[src/hdl/csr_smv_pkg.sv]
// ----------------------------------------------------------------------------
// csr_smv_pkg
// Shared types and constants of the sparse matrix times dense vector core.
// ----------------------------------------------------------------------------
package csr_smv_pkg;

   // vector store geometry
   localparam int VEC_DEPTH = 1024;
   localparam int VEC_AW    = $clog2(VEC_DEPTH);

   // field widths
   localparam int IDX_W  = 10;
   localparam int LEN_W  = 11;
   localparam int DATA_W = 32;
   localparam int PROD_W = 2 * DATA_W;
   localparam int ACC_W  = 64;
   localparam int FRAC_W = 16;

   // effective length after reset: min(1024, store depth)
   localparam logic [LEN_W-1:0] LEN_RESET = LEN_W'((VEC_DEPTH < 1024) ? VEC_DEPTH : 1024);

   // input item actions
   typedef enum logic [1:0] {
      ACT_LOAD      = 2'd0,
      ACT_NONZERO   = 2'd1,
      ACT_EMPTY_ROW = 2'd2,
      ACT_NONE      = 2'd3
   } action_type;

   // control of one term entering the accumulate stage
   typedef struct packed {
      logic valid;
      logic close;
      logic add;
      logic bad;
   } term_ctrl_type;

endpackage

[src/hdl/csr_smv_mac.sv]
// ----------------------------------------------------------------------------
// csr_smv_mac
// Row accumulator: scales each product to Q48.16, adds it with 64-bit
// saturation, closes rows into the result register and steps the row number.
// ----------------------------------------------------------------------------
module csr_smv_mac
   import csr_smv_pkg::*;
(
   input  logic                     clock,
   input  logic                     reset,
   input  term_ctrl_type            term_ctrl,
   input  logic signed [PROD_W-1:0] term_product,
   input  logic [LEN_W-1:0]         eff_len,
   output logic                     term_taken,
   output logic                     rsp_valid,
   input  logic                     rsp_ready,
   output logic signed [DATA_W-1:0] rsp_row_sum,
   output logic [IDX_W-1:0]         rsp_row_number,
   output logic                     rsp_overflow,
   output logic                     rsp_bad_column
);

   localparam logic signed [ACC_W-1:0] ACC_MAX = {1'b0, {(ACC_W-1){1'b1}}};
   localparam logic signed [ACC_W-1:0] ACC_MIN = {1'b1, {(ACC_W-1){1'b0}}};
   localparam logic signed [DATA_W-1:0] SUM_MAX = {1'b0, {(DATA_W-1){1'b1}}};
   localparam logic signed [DATA_W-1:0] SUM_MIN = {1'b1, {(DATA_W-1){1'b0}}};

   logic signed [ACC_W-1:0]  acc_ff, acc_in;
   logic                     err_ff, err_in;
   logic [IDX_W-1:0]         row_ff, row_in;
   logic                     rsp_valid_ff, rsp_valid_in;
   logic signed [DATA_W-1:0] sum_ff, sum_in;
   logic [IDX_W-1:0]         num_ff, num_in;
   logic                     ovf_ff, ovf_in;
   logic                     bad_ff, bad_in;

   logic                     out_free;
   logic                     fire;
   logic signed [ACC_W-1:0]  term;
   logic signed [ACC_W:0]    sum_wide;
   logic signed [ACC_W-1:0]  acc_new;
   logic                     err_new;
   logic                     fits32;
   logic [IDX_W-1:0]         row_inc;

   // a closing term needs the result register free
   assign out_free   = !rsp_valid_ff || rsp_ready;
   assign fire       = term_ctrl.valid && (!term_ctrl.close || out_free);
   assign term_taken = fire;

   always_comb begin
      // floor shift of the Q32.32 product to Q48.16, zero for skipped columns
      term = term_ctrl.add ? ACC_W'(term_product >>> FRAC_W) : '0;

      // saturating 64-bit add
      sum_wide = {acc_ff[ACC_W-1], acc_ff} + {term[ACC_W-1], term};
      if (sum_wide[ACC_W] != sum_wide[ACC_W-1]) begin
         acc_new = sum_wide[ACC_W] ? ACC_MIN : ACC_MAX;
      end else begin
         acc_new = sum_wide[ACC_W-1:0];
      end
      err_new = err_ff || term_ctrl.bad;

      // clamp to 32 bits: upper bits must all equal the sign of the low word
      fits32 = (acc_new[ACC_W-1:DATA_W-1] == '0) || (acc_new[ACC_W-1:DATA_W-1] == '1);

      // next row number wraps at the effective length
      row_inc = row_ff + 1'b1;

      acc_in       = acc_ff;
      err_in       = err_ff;
      row_in       = row_ff;
      rsp_valid_in = rsp_valid_ff && !rsp_ready;
      sum_in       = sum_ff;
      num_in       = num_ff;
      ovf_in       = ovf_ff;
      bad_in       = bad_ff;

      if (fire) begin
         if (term_ctrl.close) begin
            rsp_valid_in = 1'b1;
            if (fits32) begin
               sum_in = acc_new[DATA_W-1:0];
            end else begin
               sum_in = acc_new[ACC_W-1] ? SUM_MIN : SUM_MAX;
            end
            ovf_in = !fits32;
            bad_in = err_new;
            num_in = row_ff;
            acc_in = '0;
            err_in = 1'b0;
            row_in = ({1'b0, row_inc} >= eff_len) ? '0 : row_inc;
         end else begin
            acc_in = acc_new;
            err_in = err_new;
         end
      end
   end

   // row state and result valid
   always_ff @(posedge clock) begin
      if (reset) begin
         acc_ff       <= '0;
         err_ff       <= 1'b0;
         row_ff       <= '0;
         rsp_valid_ff <= 1'b0;
      end else begin
         acc_ff       <= acc_in;
         err_ff       <= err_in;
         row_ff       <= row_in;
         rsp_valid_ff <= rsp_valid_in;
      end
   end

   // result payload
   always_ff @(posedge clock) begin
      sum_ff <= sum_in;
      num_ff <= num_in;
      ovf_ff <= ovf_in;
      bad_ff <= bad_in;
   end

   assign rsp_valid      = rsp_valid_ff;
   assign rsp_row_sum    = sum_ff;
   assign rsp_row_number = num_ff;
   assign rsp_overflow   = ovf_ff;
   assign rsp_bad_column = bad_ff;

   // a closed row leaves a cleared accumulator and error flag
   assert property (@(posedge clock) disable iff (reset)
      (fire && term_ctrl.close) |=> (acc_ff == '0 && !err_ff))
      else $error("accumulator not cleared after row close");

   // a saturated result carries one of the two limits
   assert property (@(posedge clock) disable iff (reset)
      (rsp_valid_ff && ovf_ff) |-> (sum_ff == SUM_MAX || sum_ff == SUM_MIN))
      else $error("overflow flagged on an unsaturated sum");

   // a closing term is never taken while the result register is blocked
   assert property (@(posedge clock) disable iff (reset)
      (rsp_valid_ff && !rsp_ready && term_ctrl.valid && term_ctrl.close) |-> !fire)
      else $error("row closed into a full result register");

endmodule
[config.mk]
export PLATFORM = sky130hd
export DESIGN_NAME = csr_smv_mac
export DESIGN_NICKNAME = d
export VERILOG_FILES = /design/src/hdl/csr_smv_pkg.sv /design/src/hdl/csr_smv_mac.sv
export SDC_FILE = /design/constraint.sdc
export NUM_CORES = 1
export LEC_CHECK = 0
export ABC_AREA = 1
export BUFFER_PORTS_ARGS = -buffer_cell sky130_fd_sc_hd__buf_2
export CAP_MARGIN = 20
export CORE_MARGIN = 2
export CORE_UTILIZATION = 25
export CTS_BUF_LIST = sky130_fd_sc_hd__clkbuf_8
export DETAILED_ROUTE_END_ITERATION = 7
export PLACE_DENSITY = 0.4
export SYNTH_ARGS = -nofsm -noshare
export SYNTH_HDL_FRONTEND = slang
export SYNTH_SLANG_ARGS = --single-unit
[constraint.sdc]
create_clock -name clock -period 3.9 [get_ports clock]
set_input_delay 0.195 -clock clock [delete_from_list [all_inputs] [get_ports clock]]
set_output_delay 0.195 -clock clock [all_outputs]
set_load 0.02 [all_outputs]
==> impl_metrics.toml, run 1 <==
[setup_path]
crit_required_ns = 4.22
cpPeakStageDelay_ns = 0.33
startpoint_type = "input pin"
r2r_start = "acc_ff[14]"
crit_arrival_ns = 4.18
path_common_cell = "buf_12"
cp_max_fo = 9
cp_num_buf_inv = 11
slowest_stage = "ha_1"
crit_start = "term_ctrl[1]"
worst-setup-path-type = "input pin to flop"
crit_family = "buffers and inverters"
cp-end-kind = "flop"

[die]
num_rows = 79
start_util_pct = 25.1
die_area_mm2 = 0.0482
core_area_mm2 = 0.0463
die-width_um = 220
die_y_um = 220
ios = 128

[synthesis]
syn_nets = 2206
synth_top_area_share_pct = 28.0
yosysTopAreaCell = "nand2_1"
synth_edf_count = 44
netlist-cell-type-count = 41
syn_inst = 2047
seq_area_frac_synth_pct = 24.5
ys_seq_elements = 120
yosys-top-cells-area = "nand2_1 (28%), dfxtp_1 (13%), inv_1 (12%)"
synth.avg_cell_area_um2 = 5.68
synth.cell_area_mm2 = 0.0116
synth_common_cells = "nand2_1 (866), inv_1 (377), nand3_1 (136), nor2_1 (136), a21oi_1 (120)"
synth_warnings = 0
synthArstFlopShare_pct = 0
synth_most_common_cell = "nand2_1"
synthFlopType = "dfxtp_1"

[grt]
grt-ovfl-total = 0
grt_pass1_wl_um = 79400
grt_max_degree = 66
grt_usage_pct = 22.1
grt_pass1_vias = 14067
antenna_found_initial = 1

[sta]
hold_viol = 0
clock_skew_ns = 0.0299
rsz0062_at_grt = "yes"
slew_violations = 0
min_period_ns = 3.86
setup_viol = 0
fmax_mhz = 259
hold_slack_ns = 0.101
min_period_over_period_pct = 99.0
tightestPinTransition_ns = 0.829
slew-limit-headroom_pct = 44.7

[clock_tree]
worstSkewPairLatency_ns = 0.57
clock_sinks = 120
tritoncts = "done"
numCtsBuffers = 17
htree_num_levels = 4
path_clk_slew_ns = 0.09
cts-root-buf = "clkbuf_8"
clock_path_buffers = 2

[routing]
antenna_left = 0
viasPerCell = 4.38
drtPass1Iterations = 5
drt-total-wl_um = 52200
vias = 14064
route.detailed.drc = 0
first_iter_violations = 741
wl_per_cell_um = 16.3

[placement]
place_congestion = 0.940
dp_cells = 3117
io_buffers = 111
dpl.hpwl_um = 41200
place_area_mm2 = 0.0160

[pwr]
power.switching_fraction_pct = 39.0
p_int_mw = 3.14
clockPowerShare_pct = 26.4
powerDensity_mw_per_mm2 = 279
power.switching_mw = 2.01
power_frac_seq_pct = 28.2
share_comb_of_total_power_pct = 45.5
vdd_drop_max_v = 0.000224
power.leakage_nw = 9.86

[run]
max_cap_violations = 0

[layout]
multi_input_area_mm2 = 0.00843
areaGrowthSynthToFinish_pct = 58.7
antenna_cells = 0
register_area_mm2 = 0.00287
fill_cells = 5071
final_cells = 3211
layout-drive-gt1-share_pct = 33.4
finish.instance_area_mm2 = 0.0185
fin_nets = 2750
final_util_pct = 39.9

[run_status]
outcome = "finished clean"

[min_path]
hold_class = "input pin to flop"
min_from = "term_ctrl[2]"
[through the flow]
step           TNS, ns  setup WS (ns)  total power [mW]
2_1_floorplan        0        0.00627              2.42
3_3_place_gp    -24.97         -0.708              3.32
3_5_place_dp    -26.28         -0.727              3.32
4_1_cts              0        0.00139              5.00
5_1_grt          -3.08         -0.128              5.49
6_report             0         0.0392              5.14
[placed cells by master (no fill, tap or decap), types with 7 or more instances in the layout]
| master | n |
|---|---|
| nand3_4 | 7 |
| nand3_1 | 110 |
| a21oi_2 | 8 |
| nor3_1 | 13 |
| nand3b_1 | 7 |
| nand2_4 | 28 |
| inv_1 | 368 |
| xnor2_1 | 17 |
| clkbuf_8 | 17 |
| buf_4 | 421 |
| ha_4 | 44 |
| inv_2 | 9 |
| dfxtp_1 | 52 |
| nand2_1 | 773 |
| nor2_2 | 18 |
| buf_2 | 111 |
| dfxtp_2 | 24 |
| edfxtp_1 | 44 |
| nor2_4 | 14 |
| nand4_1 | 14 |
| ha_1 | 31 |
| a21oi_1 | 111 |
| nand2_2 | 79 |
| buf_12 | 22 |
| xor2_1 | 11 |
| nand3_2 | 21 |
| o21ai_0 | 44 |
| nor2_1 | 112 |
[sequential cells by signal, indices dropped and copies added (netlist names)]
name,cells
acc_ff,64
err_ff,1
rsp_valid,1
rsp_overflow,1
rsp_row_number,10
rsp_bad_column,1
row_ff,10
rsp_row_sum,32
[what timing repair did]
| item | 4_1_cts | 5_1_grt |
|---|---|---|
| setup buffers | 37 | 15 |
| hold buffers | 2 | 0 |
| endpoints found under the setup margin | 32 | 32 |
| cloned | 6 | 6 |
| resized for setup | 123 | 175 |
| endpoints found under the hold margin | 3 | 0 |
| pin swaps | 31 | 75 |
[power groups by stage]
| stage | logic [mW] | clock network [mW] | registers (mW) |
|---|---|---|---|
| after floorplan | 0.928 | 0 | 1.49 |
| after global placement | 1.86 | 0 | 1.46 |
| after detailed placement | 1.85 | 0 | 1.46 |
| after CTS | 2.13 | 1.43 | 1.44 |
| after global routing | 2.56 | 1.48 | 1.46 |
| final | 2.34 | 1.36 | 1.45 |
[final timing paths]
kind | slack, ns | to | cells past startpoint
setup reg to reg | 0.05 | rsp_overflow | 28
setup / recovery | 0.04 | rsp_row_sum[13] | 30
hold reg to reg | 0.45 | err_ff | 2
hold / removal | 0.10 | acc_ff[10] | 4
[routing by layer]
layer,GRT usage [%],share of wire [%],vias to the layer above
met5,0,0,-
met4,7.23,2.5,0
met3,2.93,2.8,52
met2,39.1,49,215
met1,27.5,45,6417
li1,-,-,7380
[cell families (layout without fill, tap and decap cells)]
logic type	count (synthesis)	in the layout	share of synthesized area (%)
fa+ha+maj	77	77	8.35
simple gates	1211	1211	42.4
flops	120	120	24.5
buf+inv	429	986	14.5
xor+xnor	29	29	2.18
compound gates	181	181	8.13
[tightest hold or removal path, cell delays in order]
cell,delay [ns]
buf_2,0.13
nor2_4,0.13
nand2_1,0.10
a21oi_1,0.05
[layout make-up]
class	count	share of cell area [%]
clock buffers	17	1.27
well taps	607	4.12
repair buffers	574	24.5
multi-input cells	1498	45.7
flip-flops and latches	120	15.6
clock inverters	15	1.11
inverters	380	7.76
Power figures use the tool's default switching activity.
==> run 2: changes to the inputs <==
- CORE_MARGIN: 2 -> not set
==> run 2 against run 1 <==
  * The flow now finishes with violations (negative setup slack)
  * Cell area decreased by 4.5%
  * Critical endpoint is now rsp_row_sum[30]
  * Utilization decreased by 1.2 points
  * Clock-buffer cell count is the same
  * Highest routed layer unchanged
  * Combinational power decreased by 9.0%
  * Die area down 1.8%
==> impl_metrics.toml, run 2 (synthesis gave the netlist of run 1 again) <==
[placement]
place_congestion = 0.922
dpl.hpwl_um = 39800
io_buffers = 111
dp_cells = 3080
place_area_mm2 = 0.0157

[grt]
antenna_found_initial = 0
grt_max_degree = 66
grt_pass1_wl_um = 76800
grt-ovfl-total = 0
grt_usage_pct = 21.7
grt_pass1_vias = 13663

[routing]
drt-total-wl_um = 50500
wl_per_cell_um = 16.0
drtPass1Iterations = 5
antenna_left = 0
vias = 13824
viasPerCell = 4.39
first_iter_violations = 723
route.detailed.drc = 0

[sta]
rsz0062_at_grt = "yes"
setup_viol = 26
clock_skew_ns = 0.0263
slew-limit-headroom_pct = 33.5
slew_violations = 0
min_period_ns = 3.98
fmax_mhz = 251
hold_viol = 0
tightestPinTransition_ns = 0.996
finalWorstSetupSlack_ns = -0.0798
min_period_over_period_pct = 102

[pwr]
powerDensity_mw_per_mm2 = 273
vdd_drop_max_v = 0.000199
p_total_mw = 4.81
power.leakage_nw = 9.39

[setup_path]
cp-end-kind = "flop"
crit_arrival_ns = 4.30
cp_max_fo = 26
crit_family = "buffers and inverters"
startpoint_type = "input pin"
cp_num_buf_inv = 13
worst-setup-path-type = "input pin to flop"
crit_required_ns = 4.22
slowest_stage = "o21ai_1"
cpPeakStageDelay_ns = 0.33

[clock_tree]
clock_sinks = 120
cts-root-buf = "clkbuf_8"
path_clk_slew_ns = 0.09
tritoncts = "done"
htree_num_levels = 4
numCtsBuffers = 17
clock_path_buffers = 2
worstSkewPairLatency_ns = 0.57

[layout]
largest_register_ff_count = 64
final_cells = 3152
fill_cells = 5043
fin_nets = 2698
finish.instance_area_mm2 = 0.0176
final_cell_mix = "nand2_1 (790), buf_4 (383), inv_1 (373)"
largest-register = "acc_ff"
areaGrowthSynthToFinish_pct = 51.5
antenna_cells = 0
register_area_mm2 = 0.00286
layout-drive-gt1-share_pct = 30.4
multi_input_area_mm2 = 0.00820
final_common_cell = "nand2_1"

[run_status]
violations = "negative setup slack"
outcome = "finished, violations left"

[min_path]
hold_class = "input pin to flop"

[die]
ios = 128
start_util_pct = 25.5
num_rows = 78
core_area_mm2 = 0.0456
die_area_mm2 = 0.0474
die_y_um = 218
die-width_um = 218

[run]
max_cap_violations = 0
[run 2: cell types whose count changed in the layout (fill, tap and decap cells not counted), sizes merged]
cell	before	now
buf	566	518
bufbuf	0	1
bufinv	3	2
clkbuf	23	17
clkinv	3	2
clkinvlp	1	3
dlygate4sd3	2	3
[run 2: worst paths after layout]
check | end | slack (ns) | from | cells past startpoint
max | rsp_row_sum[30] | -0.08 | term_ctrl[1] | 29
min | row_ff[9] | 0.12 | term_ctrl[2] | 4
max reg2reg | rsp_row_sum[30] | -0.03 | acc_ff[0] | 31
min reg2reg | err_ff | 0.45 | err_ff | 2
[run 2: repair_timing]
| action | in CTS | in global routing |
|---|---|---|
| setup endpoints to repair | 38 | 32 |
| endpoints found under the hold margin | 3 | 0 |
| gates cloned | 6 | 0 |
| resized for setup | 118 | 111 |
| hold buffers | 3 | 0 |
| pin swaps | 43 | 49 |
| buffers inserted | 25 | 9 |
[run 2: metrics by stage]
stage | setup WS (ns) | hold slack [ns] | setup TNS (ns) | utilization (%)
finish | -0.0798 | 0.125 | -1.32 | 38.7
global route | -0.255 | 0.157 | -6.79 | 38.7
CTS | -0.0681 | 0.0790 | -1.66 | 37.5
detailed placement | -0.818 | 0.433 | -37.28 | 34.5
global placement | -0.791 | 0.431 | -36.91 | 34.5
floorplan | 0.00627 | 0.344 | 0 | -
[run 2: power by group]
group          internal, mW  switching (mW)  total [mW]
Clock                 0.580           0.657        1.24
Combinational         0.973            1.15        2.13
Sequential             1.40          0.0522        1.45
[run 2: area by class of cell]
class | instances | share of cell area [%]
Clock buffer | 17 | 1.33
Clock inverter | 15 | 0.923
Inverter | 380 | 8.13
Multi-Input combinational cell | 1498 | 46.6
Sequential cell | 120 | 16.3
Tap cell | 600 | 4.26
Timing Repair Buffer | 522 | 22.5
[run 2: layer usage]
metal	track usage [%]	routed length, µm
met3	3.24	1750
met2	39.2	25300
met1	26.5	22500
met5	0	0
met4	5.61	892
[run 2: worst reg2reg max path: cells and delay by family, from the launching register on]
| family | cells | cell delay, ns |
|---|---|---|
| fa+ha+maj | 3 | 0.76 |
| buf+inv | 7 | 0.78 |
| simple gates | 21 | 1.82 |
| flops | 1 | 0.36 |
